File: src/rtl/bdg_pkg.sv
// Shared types, constants and codes for the button debounce / gesture detector.
package bdg_pkg;

  localparam int unsigned CFG_W          = 16;
  localparam int unsigned TIME_WIDTH_DEF = 16;
  localparam int unsigned Q_DEPTH        = 4;
  localparam int unsigned IDX_W          = 2;

  localparam logic [CFG_W-1:0] DEBOUNCE_RST = CFG_W'(40);
  localparam logic [CFG_W-1:0] LONG_RST     = CFG_W'(800);
  localparam logic [CFG_W-1:0] WINDOW_RST   = CFG_W'(400);

  typedef enum logic [IDX_W-1:0] {
    REG_DEBOUNCE = 2'd0,
    REG_LONG     = 2'd1,
    REG_WINDOW   = 2'd2
  } reg_idx_t;

  typedef enum logic [2:0] {
    GEST_NONE   = 3'd0,
    GEST_SINGLE = 3'd1,
    GEST_DOUBLE = 3'd2,
    GEST_TRIPLE = 3'd3,
    GEST_LONG   = 3'd4
  } gesture_t;

  // Debounced edge seen on one tick
  typedef enum logic [1:0] {
    EV_NONE    = 2'd0,
    EV_PRESS   = 2'd1,
    EV_RELEASE = 2'd2
  } event_t;

  typedef struct packed {
    logic [CFG_W-1:0] debounce_ticks;
    logic [CFG_W-1:0] long_press_ticks;
    logic [CFG_W-1:0] click_window_ticks;
  } cfg_t;

  typedef struct packed {
    logic full;
    logic empty;
  } q_status_t;

endpackage

File: src/rtl/bdg_front.sv
// Front end: debounces the raw level and classifies each tick into an edge event.
module bdg_front #(
  parameter int unsigned TIME_WIDTH = bdg_pkg::TIME_WIDTH_DEF
) (
  input  logic                   clk,
  input  logic                   rst_n,
  input  logic                   accept,
  input  logic                   raw,
  input  logic [bdg_pkg::CFG_W-1:0] debounce_ticks,
  output bdg_pkg::event_t        ev
);

  localparam int unsigned CMP_W = (TIME_WIDTH > bdg_pkg::CFG_W) ? TIME_WIDTH : bdg_pkg::CFG_W;
  localparam logic [TIME_WIDTH-1:0] TMAX = '1;

  logic                  last_raw_r, last_raw_nxt;
  logic                  stable_r, stable_nxt;
  logic [TIME_WIDTH-1:0] age_r, age_nxt;
  logic                  stable_edge;

  always_comb begin
    if (raw != last_raw_r) begin
      age_nxt = '0;
    end else if (age_r == TMAX) begin
      age_nxt = age_r;
    end else begin
      age_nxt = age_r + 1'b1;
    end
    last_raw_nxt = raw;
    stable_edge  = (CMP_W'(age_nxt) >= CMP_W'(debounce_ticks)) && (raw != stable_r);
    stable_nxt   = stable_edge ? raw : stable_r;
    if (!stable_edge) begin
      ev = bdg_pkg::EV_NONE;
    end else if (!raw) begin
      ev = bdg_pkg::EV_PRESS;
    end else begin
      ev = bdg_pkg::EV_RELEASE;
    end
  end

  always_ff @(posedge clk) begin
    if (!rst_n) begin
      last_raw_r <= 1'b1;
      stable_r   <= 1'b1;
      age_r      <= '0;
    end else if (accept) begin
      last_raw_r <= last_raw_nxt;
      stable_r   <= stable_nxt;
      age_r      <= age_nxt;
    end
  end

  a_press_low: assert property (@(posedge clk) disable iff (!rst_n)
    accept && ev == bdg_pkg::EV_PRESS |-> !raw)
    else $error("press event on released raw level");

  a_edge_tracks: assert property (@(posedge clk) disable iff (!rst_n)
    accept && stable_edge |=> stable_r == $past(raw))
    else $error("stable level did not follow edge");

  a_age_restart: assert property (@(posedge clk) disable iff (!rst_n)
    accept && raw != last_raw_r |=> age_r == '0)
    else $error("debounce age not cleared on raw change");

endmodule

File: src/rtl/bdg_queue.sv
// Short event queue between the debounce front end and the gesture back end.
module bdg_queue (
  input  logic               clk,
  input  logic               rst_n,
  input  logic               push,
  input  bdg_pkg::event_t    push_ev,
  input  logic               pop,
  output bdg_pkg::event_t    pop_ev,
  output bdg_pkg::q_status_t status
);

  localparam int unsigned PTR_W = $clog2(bdg_pkg::Q_DEPTH);
  localparam int unsigned CNT_W = $clog2(bdg_pkg::Q_DEPTH + 1);

  bdg_pkg::event_t  mem_r [bdg_pkg::Q_DEPTH];
  logic [PTR_W-1:0] wr_ptr_r, wr_ptr_nxt;
  logic [PTR_W-1:0] rd_ptr_r, rd_ptr_nxt;
  logic [CNT_W-1:0] count_r, count_nxt;

  always_comb begin
    wr_ptr_nxt = push ? wr_ptr_r + 1'b1 : wr_ptr_r;
    rd_ptr_nxt = pop  ? rd_ptr_r + 1'b1 : rd_ptr_r;
    count_nxt  = count_r;
    if (push && !pop) begin
      count_nxt = count_r + 1'b1;
    end else if (!push && pop) begin
      count_nxt = count_r - 1'b1;
    end
    status.full  = (count_r == CNT_W'(bdg_pkg::Q_DEPTH));
    status.empty = (count_r == '0);
    pop_ev       = mem_r[rd_ptr_r];
  end

  always_ff @(posedge clk) begin
    if (!rst_n) begin
      wr_ptr_r <= '0;
      rd_ptr_r <= '0;
      count_r  <= '0;
    end else begin
      wr_ptr_r <= wr_ptr_nxt;
      rd_ptr_r <= rd_ptr_nxt;
      count_r  <= count_nxt;
    end
  end

  always_ff @(posedge clk) begin
    if (push) begin
      mem_r[wr_ptr_r] <= push_ev;
    end
  end

  a_no_overflow: assert property (@(posedge clk) disable iff (!rst_n)
    status.full |-> !push || pop)
    else $error("push into full queue");

  a_no_underflow: assert property (@(posedge clk) disable iff (!rst_n)
    status.empty |-> !pop)
    else $error("pop from empty queue");

  a_count_up: assert property (@(posedge clk) disable iff (!rst_n)
    push && !pop |=> count_r == $past(count_r) + 1'b1)
    else $error("queue count lost a push");

endmodule

File: src/rtl/bdg_back.sv
// Back end: press timer, click window and gesture classification, plus output register.
module bdg_back #(
  parameter int unsigned TIME_WIDTH = bdg_pkg::TIME_WIDTH_DEF
) (
  input  logic            clk,
  input  logic            rst_n,
  input  logic            q_empty,
  input  bdg_pkg::event_t q_ev,
  output logic            q_pop,
  input  bdg_pkg::cfg_t   cfg,
  output logic            out_valid,
  input  logic            out_stall,
  output logic [2:0]      out_gesture
);

  localparam int unsigned CMP_W = (TIME_WIDTH > bdg_pkg::CFG_W) ? TIME_WIDTH : bdg_pkg::CFG_W;
  localparam logic [TIME_WIDTH-1:0] TMAX = '1;

  logic [TIME_WIDTH-1:0] press_age_r, press_age_nxt;
  logic                  press_valid_r, press_valid_nxt;
  logic                  long_rep_r, long_rep_nxt;
  logic [1:0]            clicks_r, clicks_nxt;
  logic [TIME_WIDTH-1:0] win_left_r, win_left_nxt;
  logic                  win_valid_r, win_valid_nxt;
  logic                  out_valid_r, out_valid_nxt;
  bdg_pkg::gesture_t     gest_r, gest_nxt;
  logic [TIME_WIDTH-1:0] win_load;

  assign q_pop       = !q_empty && (!out_valid_r || !out_stall);
  assign out_valid   = out_valid_r;
  assign out_gesture = gest_r;

  assign win_load = (CMP_W'(cfg.click_window_ticks) > CMP_W'(TMAX)) ?
                    TMAX : TIME_WIDTH'(cfg.click_window_ticks);

  always_comb begin
    press_age_nxt   = press_age_r;
    press_valid_nxt = press_valid_r;
    long_rep_nxt    = long_rep_r;
    clicks_nxt      = clicks_r;
    win_left_nxt    = win_left_r;
    win_valid_nxt   = win_valid_r;
    gest_nxt        = bdg_pkg::GEST_NONE;

    if (win_valid_r && win_left_r != '0) begin
      win_left_nxt = win_left_r - 1'b1;
    end
    if (press_valid_r && press_age_r != TMAX) begin
      press_age_nxt = press_age_r + 1'b1;
    end

    if (q_ev == bdg_pkg::EV_PRESS) begin
      // press edge: start timing, no gesture tests this tick
      press_age_nxt   = '0;
      press_valid_nxt = 1'b1;
      long_rep_nxt    = 1'b0;
    end else begin
      if (q_ev == bdg_pkg::EV_RELEASE) begin
        if (!long_rep_r) begin
          if (clicks_r != 2'd3) begin
            clicks_nxt = clicks_r + 1'b1;
          end
          win_left_nxt  = win_load;
          win_valid_nxt = 1'b1;
        end
        press_valid_nxt = 1'b0;
      end

      // press_valid doubles as "stable level is pressed"
      if (press_valid_nxt && !long_rep_nxt &&
          CMP_W'(press_age_nxt) >= CMP_W'(cfg.long_press_ticks)) begin
        long_rep_nxt  = 1'b1;
        clicks_nxt    = '0;
        win_valid_nxt = 1'b0;
        win_left_nxt  = '0;
        gest_nxt      = bdg_pkg::GEST_LONG;
      end else if (clicks_nxt != '0 && win_valid_nxt && win_left_nxt == '0) begin
        gest_nxt      = bdg_pkg::gesture_t'({1'b0, clicks_nxt});
        clicks_nxt    = '0;
        win_valid_nxt = 1'b0;
      end
    end

    if (q_pop) begin
      out_valid_nxt = 1'b1;
    end else if (!out_stall) begin
      out_valid_nxt = 1'b0;
    end else begin
      out_valid_nxt = out_valid_r;
    end
  end

  always_ff @(posedge clk) begin
    if (!rst_n) begin
      press_age_r   <= '0;
      press_valid_r <= 1'b0;
      long_rep_r    <= 1'b0;
      clicks_r      <= '0;
      win_left_r    <= '0;
      win_valid_r   <= 1'b0;
      out_valid_r   <= 1'b0;
    end else begin
      out_valid_r <= out_valid_nxt;
      if (q_pop) begin
        press_age_r   <= press_age_nxt;
        press_valid_r <= press_valid_nxt;
        long_rep_r    <= long_rep_nxt;
        clicks_r      <= clicks_nxt;
        win_left_r    <= win_left_nxt;
        win_valid_r   <= win_valid_nxt;
      end
    end
  end

  always_ff @(posedge clk) begin
    if (q_pop) begin
      gest_r <= gest_nxt;
    end
  end

  a_clicks_window: assert property (@(posedge clk) disable iff (!rst_n)
    (clicks_r != '0) == win_valid_r)
    else $error("pending clicks without an open window");

  a_long_marks: assert property (@(posedge clk) disable iff (!rst_n)
    q_pop && gest_nxt == bdg_pkg::GEST_LONG |=> long_rep_r && clicks_r == '0)
    else $error("long press left stale state");

  a_hold_state: assert property (@(posedge clk) disable iff (!rst_n)
    !q_pop |=> $stable(clicks_r) && $stable(press_age_r) && $stable(win_left_r))
    else $error("gesture state moved without a request");

endmodule

File: src/rtl/button_debounce_gesture_detector.sv
// Top level: config registers, debounce front end, event queue and gesture back end.
// A request's event is written into the event queue; the back end pops it and registers its result for the output.
// Throughput: one request per cycle while in_stall is low; the press timer and click window advance once per request.
// A four-entry event queue lets the front end keep accepting, until it is full, while the output is stalled.
// Reset (synchronous, active low): button released, timers and clicks cleared, config at
// defaults (debounce 40, long press 800, click window 400 ticks).
module button_debounce_gesture_detector #(
  parameter int unsigned TIME_WIDTH = bdg_pkg::TIME_WIDTH_DEF
) (
  input  logic                      clk,
  input  logic                      rst_n,
  input  logic                      in_valid,
  output logic                      in_stall,
  input  logic                      in_raw_level,
  output logic                      out_valid,
  input  logic                      out_stall,
  output logic [2:0]                out_gesture,
  input  logic                      cfg_we,
  input  logic [bdg_pkg::IDX_W-1:0] cfg_index,
  input  logic [bdg_pkg::CFG_W-1:0] cfg_wdata
);

  bdg_pkg::cfg_t      cfg_r;
  bdg_pkg::q_status_t q_status;
  bdg_pkg::event_t    front_ev;
  bdg_pkg::event_t    q_ev;
  logic               in_accept;
  logic               q_pop;

  always_ff @(posedge clk) begin
    if (!rst_n) begin
      cfg_r.debounce_ticks     <= bdg_pkg::DEBOUNCE_RST;
      cfg_r.long_press_ticks   <= bdg_pkg::LONG_RST;
      cfg_r.click_window_ticks <= bdg_pkg::WINDOW_RST;
    end else if (cfg_we) begin
      case (bdg_pkg::reg_idx_t'(cfg_index))
        bdg_pkg::REG_DEBOUNCE: cfg_r.debounce_ticks     <= cfg_wdata;
        bdg_pkg::REG_LONG:     cfg_r.long_press_ticks   <= cfg_wdata;
        bdg_pkg::REG_WINDOW:   cfg_r.click_window_ticks <= cfg_wdata;
        default: ;
      endcase
    end
  end

  assign in_stall  = q_status.full;
  assign in_accept = in_valid && !q_status.full;

  bdg_front #(.TIME_WIDTH(TIME_WIDTH)) u_front (
    .clk           (clk),
    .rst_n         (rst_n),
    .accept        (in_accept),
    .raw           (in_raw_level),
    .debounce_ticks(cfg_r.debounce_ticks),
    .ev            (front_ev)
  );

  bdg_queue u_queue (
    .clk    (clk),
    .rst_n  (rst_n),
    .push   (in_accept),
    .push_ev(front_ev),
    .pop    (q_pop),
    .pop_ev (q_ev),
    .status (q_status)
  );

  bdg_back #(.TIME_WIDTH(TIME_WIDTH)) u_back (
    .clk        (clk),
    .rst_n      (rst_n),
    .q_empty    (q_status.empty),
    .q_ev       (q_ev),
    .q_pop      (q_pop),
    .cfg        (cfg_r),
    .out_valid  (out_valid),
    .out_stall  (out_stall),
    .out_gesture(out_gesture)
  );

endmodule
File: config.mk
export PLATFORM = sky130hd
export DESIGN_NAME = button_debounce_gesture_detector
export DESIGN_NICKNAME = d
export VERILOG_FILES = /design/src/rtl/bdg_pkg.sv /design/src/rtl/bdg_front.sv /design/src/rtl/bdg_queue.sv /design/src/rtl/bdg_back.sv /design/src/rtl/button_debounce_gesture_detector.sv
export SDC_FILE = /design/constraint.sdc
export NUM_CORES = 1
export LEC_CHECK = 0
export BUFFER_PORTS_ARGS = -buffer_cell sky130_fd_sc_hd__buf_2
export CORE_MARGIN = 1.5
export CORE_UTILIZATION = 25
export DETAILED_ROUTE_END_ITERATION = 6
export SYNTH_ARGS = -nofsm -noshare
export SYNTH_HDL_FRONTEND = slang
export SYNTH_SLANG_ARGS = --single-unit
export TNS_END_PERCENT = 5
File: constraint.sdc
create_clock -name clk -period 7 [get_ports clk]
set_input_delay 2.1 -clock clk [delete_from_list [all_inputs] [get_ports clk]]
set_output_delay 2.1 -clock clk [all_outputs]
set_load 0.01 [all_outputs]
==> flow_summary.yaml <==
final_layout:
  mostFrequentLayoutCell: "nand2_1"
  synthToLayoutAreaGrowth_pct: 13.8
  nets: 979
  diodes: 0
  final_cell_mix: "nand2_1 (175), dfxtp_1 (113), a21oi_1 (104)"
  fill_cells: 3078
  final_area_um2: 8110
  drive_gt1_share_pct: 7.89
  seq_area_um2: 2590
  multi_input_area_um2: 4180
detailed_routing:
  totalWireLength_mm: 19.2
  dr.first_iter.drc_count: 501
  antenna_left: 0
  drt_pass1_iterations: 5
  drcViolationCount: 0
  vias: 6477
  wire_per_inst_um: 14.8
  avgViaCountPerCell: 4.97
setup_path:
  critPathRequiredTime_ns: 7.16
  r2r_start: "u_back.press_age_r[2]"
  crit_top_cell: "a21o_1"
  worstPathArrival_ns: 5.19
  cpMaxStageDelayCell: "xor2_1"
  worstPathMaxFanout: 16
  max_stage_delay_ns: 0.94
  regToRegEndpoint: "u_back.out_gesture[0]"
  endpoint: "u_queue.mem_r[0][0]"
  cp-start-kind: "input port"
  crit_type: "input port to flop"
  end_kind: "flop"
  crit_start: "in_raw_level"
  regToRegSetupSlack_ns: 2.40
  r2r_cells: 14
  crit_chain: "buf_2 > xor2_1 > nor2_1 > ha_1 > a21o_1 > a21o_1 > or3_1 > o221a_2 > a21oi_1 > o21ai_0 > and3b_1"
floorplan:
  fp.dieArea_um2: 29500
  core_um2: 27900
  die_h_um: 172
  die_x_um: 172
  initial_utilization_pct: 25.5
  rows: 61
  io_pins: 29
synth:
  synth_cell_type_count: 71
  synthAdderAreaFrac_pct: 7.31
  synth-xor-area-share_pct: 5.04
  ys.flop_type: "dfxtp_1"
  synth-edff-count: 11
  synthSimpleGateAreaFrac_pct: 25.1
  synth_top_family_by_area: "simple AND/OR/NAND/NOR gates"
  synth-compound-area-share_pct: 19.2
  synth_area_um2: 7120
  yosys_warnings: 0
  synthesis.instances: 906
  async_reset_ff_share_pct: 0
  synth_area_per_cell_um2: 7.86
  ys_ff_latch: 124
  synth_nets: 971
  ys_seq_area_share_pct: 36.4
  synthMuxAreaShare_pct: 2.02
timing:
  fin_crit_sh_pct: 72.0
  hold_viol: 0
  rsz0062_at_grt: "false"
  slew_violations: 0
  skew_ns: 0.00584
  fmax_mhz: 198
  setup-tns-final_ns: 0
  relSlewSlack_pct: 19.8
  worstMarginPinSlew_ns: 1.20
  setup_violations: 0
  fin_crit_ns: 5.04
clock_tree:
  postCtsSetupBuffers: 0
  cts_buffer_depth: 2
  cts_resized: 0
  cts_made_buffers: 17
  cts_tree: "done"
  htreeDepth: 4
  worstSkewPairLatency_ns: 0.41
  clkSinkCount: 124
  cts_root_buf: "clkbuf_16"
  hold_buffers: 0
  clkSlewWorstSetupHoldPaths_ns: 0.05
placed_design:
  place_area_um2: 7590
  port_buffers: 28
  dp_hpwl_mm: 13.7
  finalWeightedCongestion: 0.909
grt:
  grt_max_degree: 64
  grt_pass1_wl_mm: 31.5
  antenna_found_initial: 0
  grt_pass1_vias: 6170
  grt_overflow_total: 0
  grt_use_total_pct: 13.6
status:
  run_status: "complete, no violations"
power:
  total_leakage_power_nw: 3.10
  peakVddDrop_mv: 0.200
  powerDensity_nw_per_um2: 322
hold_path:
  min_path_type: "flop to flop"
flow_run:
  cap_violations: 0
-- metrics by stage --
stage	utilization [%]	instances	worst slack [ns]	hold slack, ns	total power [mW]
after detailed placement	27.2	1273	1.59	0.448	1.82
after global routing	29.0	1303	1.77	0.476	2.77
final	29.0	1303	1.96	0.454	2.61
after global placement	27.2	1273	1.64	0.442	1.81
after floorplan	-	906	2.31	0.436	1.60
after CTS	29.0	1303	2.02	0.455	2.61
-- per-layer routing --
metal  global-route usage (%)  vias to the layer above  routed length (um)
met5                        0                        -                   0
met1                     17.7                     3102                9140
met2                     22.3                      150                8990
met4                     5.75                        0                 387
li1                         -                     3196                   -
met3                     1.98                       29                 727
-- registers in the layout, indices dropped and copies added, names as in the netlist, 2 cells and up, named ones only --
register / flops
cfg_r: 48
u_back.press_age_r: 16
u_back.win_left_r: 16
u_front.age_r: 16
u_queue.mem_r: 8
u_back.out_gesture: 3
u_queue.count_r: 3
u_back.clicks_r: 2
u_queue.rd_ptr_r: 2
u_queue.wr_ptr_r: 2
-- power by group --
group          switching (mW)  leakage, nW  internal [mW]
logic                   0.591         1.82          0.327
registers               0.103         1.03          0.805
clock network           0.303        0.257          0.484
total                   0.997         3.10           1.62
-- cell type report --
class,instances,share of cell area (%)
Sequential cell,124,32.0
Multi-Input combinational cell,694,51.5
Timing Repair Buffer,34,2.28
Inverter,43,1.99
Clock inverter,3,0.185
Clock buffer,27,6.20
Tap cell,378,5.83
-- worst max-delay path: cells and delay by family --
kind	cells	cell delay [ns]
buf+inv	1	0.15
fa+ha+maj	1	0.34
compound gates	5	0.93
xor+xnor	1	0.94
simple gates	3	0.73
-- cell usage after synthesis, types with 4 or more instances --
master / n / share of area (%)
a211oi_1: 4 / 0.42
a21o_1: 15 / 1.6
a21oi_1: 104 / 7.3
a22oi_1: 11 / 1.2
a31oi_1: 10 / 0.88
and2_1: 9 / 0.79
and3_1: 10 / 0.88
and3b_1: 4 / 0.49
clkbuf_1: 40 / 2.1
dfxtp_1: 113 / 32
edfxtp_1: 11 / 4.6
ha_1: 40 / 7.0
inv_1: 43 / 2.3
mux2i_1: 5 / 0.70
nand2_1: 175 / 9.2
nand2b_1: 9 / 0.79
nand3_1: 28 / 2.0
nand4_1: 12 / 1.1
nor2_1: 66 / 3.5
nor3_1: 14 / 0.98
nor3b_1: 7 / 0.74
nor4_1: 4 / 0.35
o211ai_1: 8 / 0.84
o21ai_0: 39 / 2.7
o22ai_1: 5 / 0.44
o31ai_1: 4 / 0.42
or3_1: 7 / 0.61
or4_1: 8 / 0.84
xnor2_1: 23 / 2.8
xor2_1: 18 / 2.2
-- worst min-delay path by stage --
stage               from         to  depth (start not counted)
2_1_floorplan  cfg_r[17]  cfg_r[17]                          2
4_1_cts        cfg_r[34]  cfg_r[34]                          2
3_5_place_dp   cfg_r[34]  cfg_r[34]                          2
5_1_grt        cfg_r[36]  cfg_r[36]                          2
6_report       cfg_r[27]  cfg_r[27]                          2
3_3_place_gp   cfg_r[18]  cfg_r[18]                          2
-- cell families (layout without fill, tap and decap cells) --
kind of cell	count (synthesis)	after routing
simple gates	375	375
compound gates	227	227
flops	124	124
buf+inv	88	107
fa+ha+maj	41	41
xor+xnor	41	41
mux	10	10
Note: power is estimated with default switching activity, not from simulation.
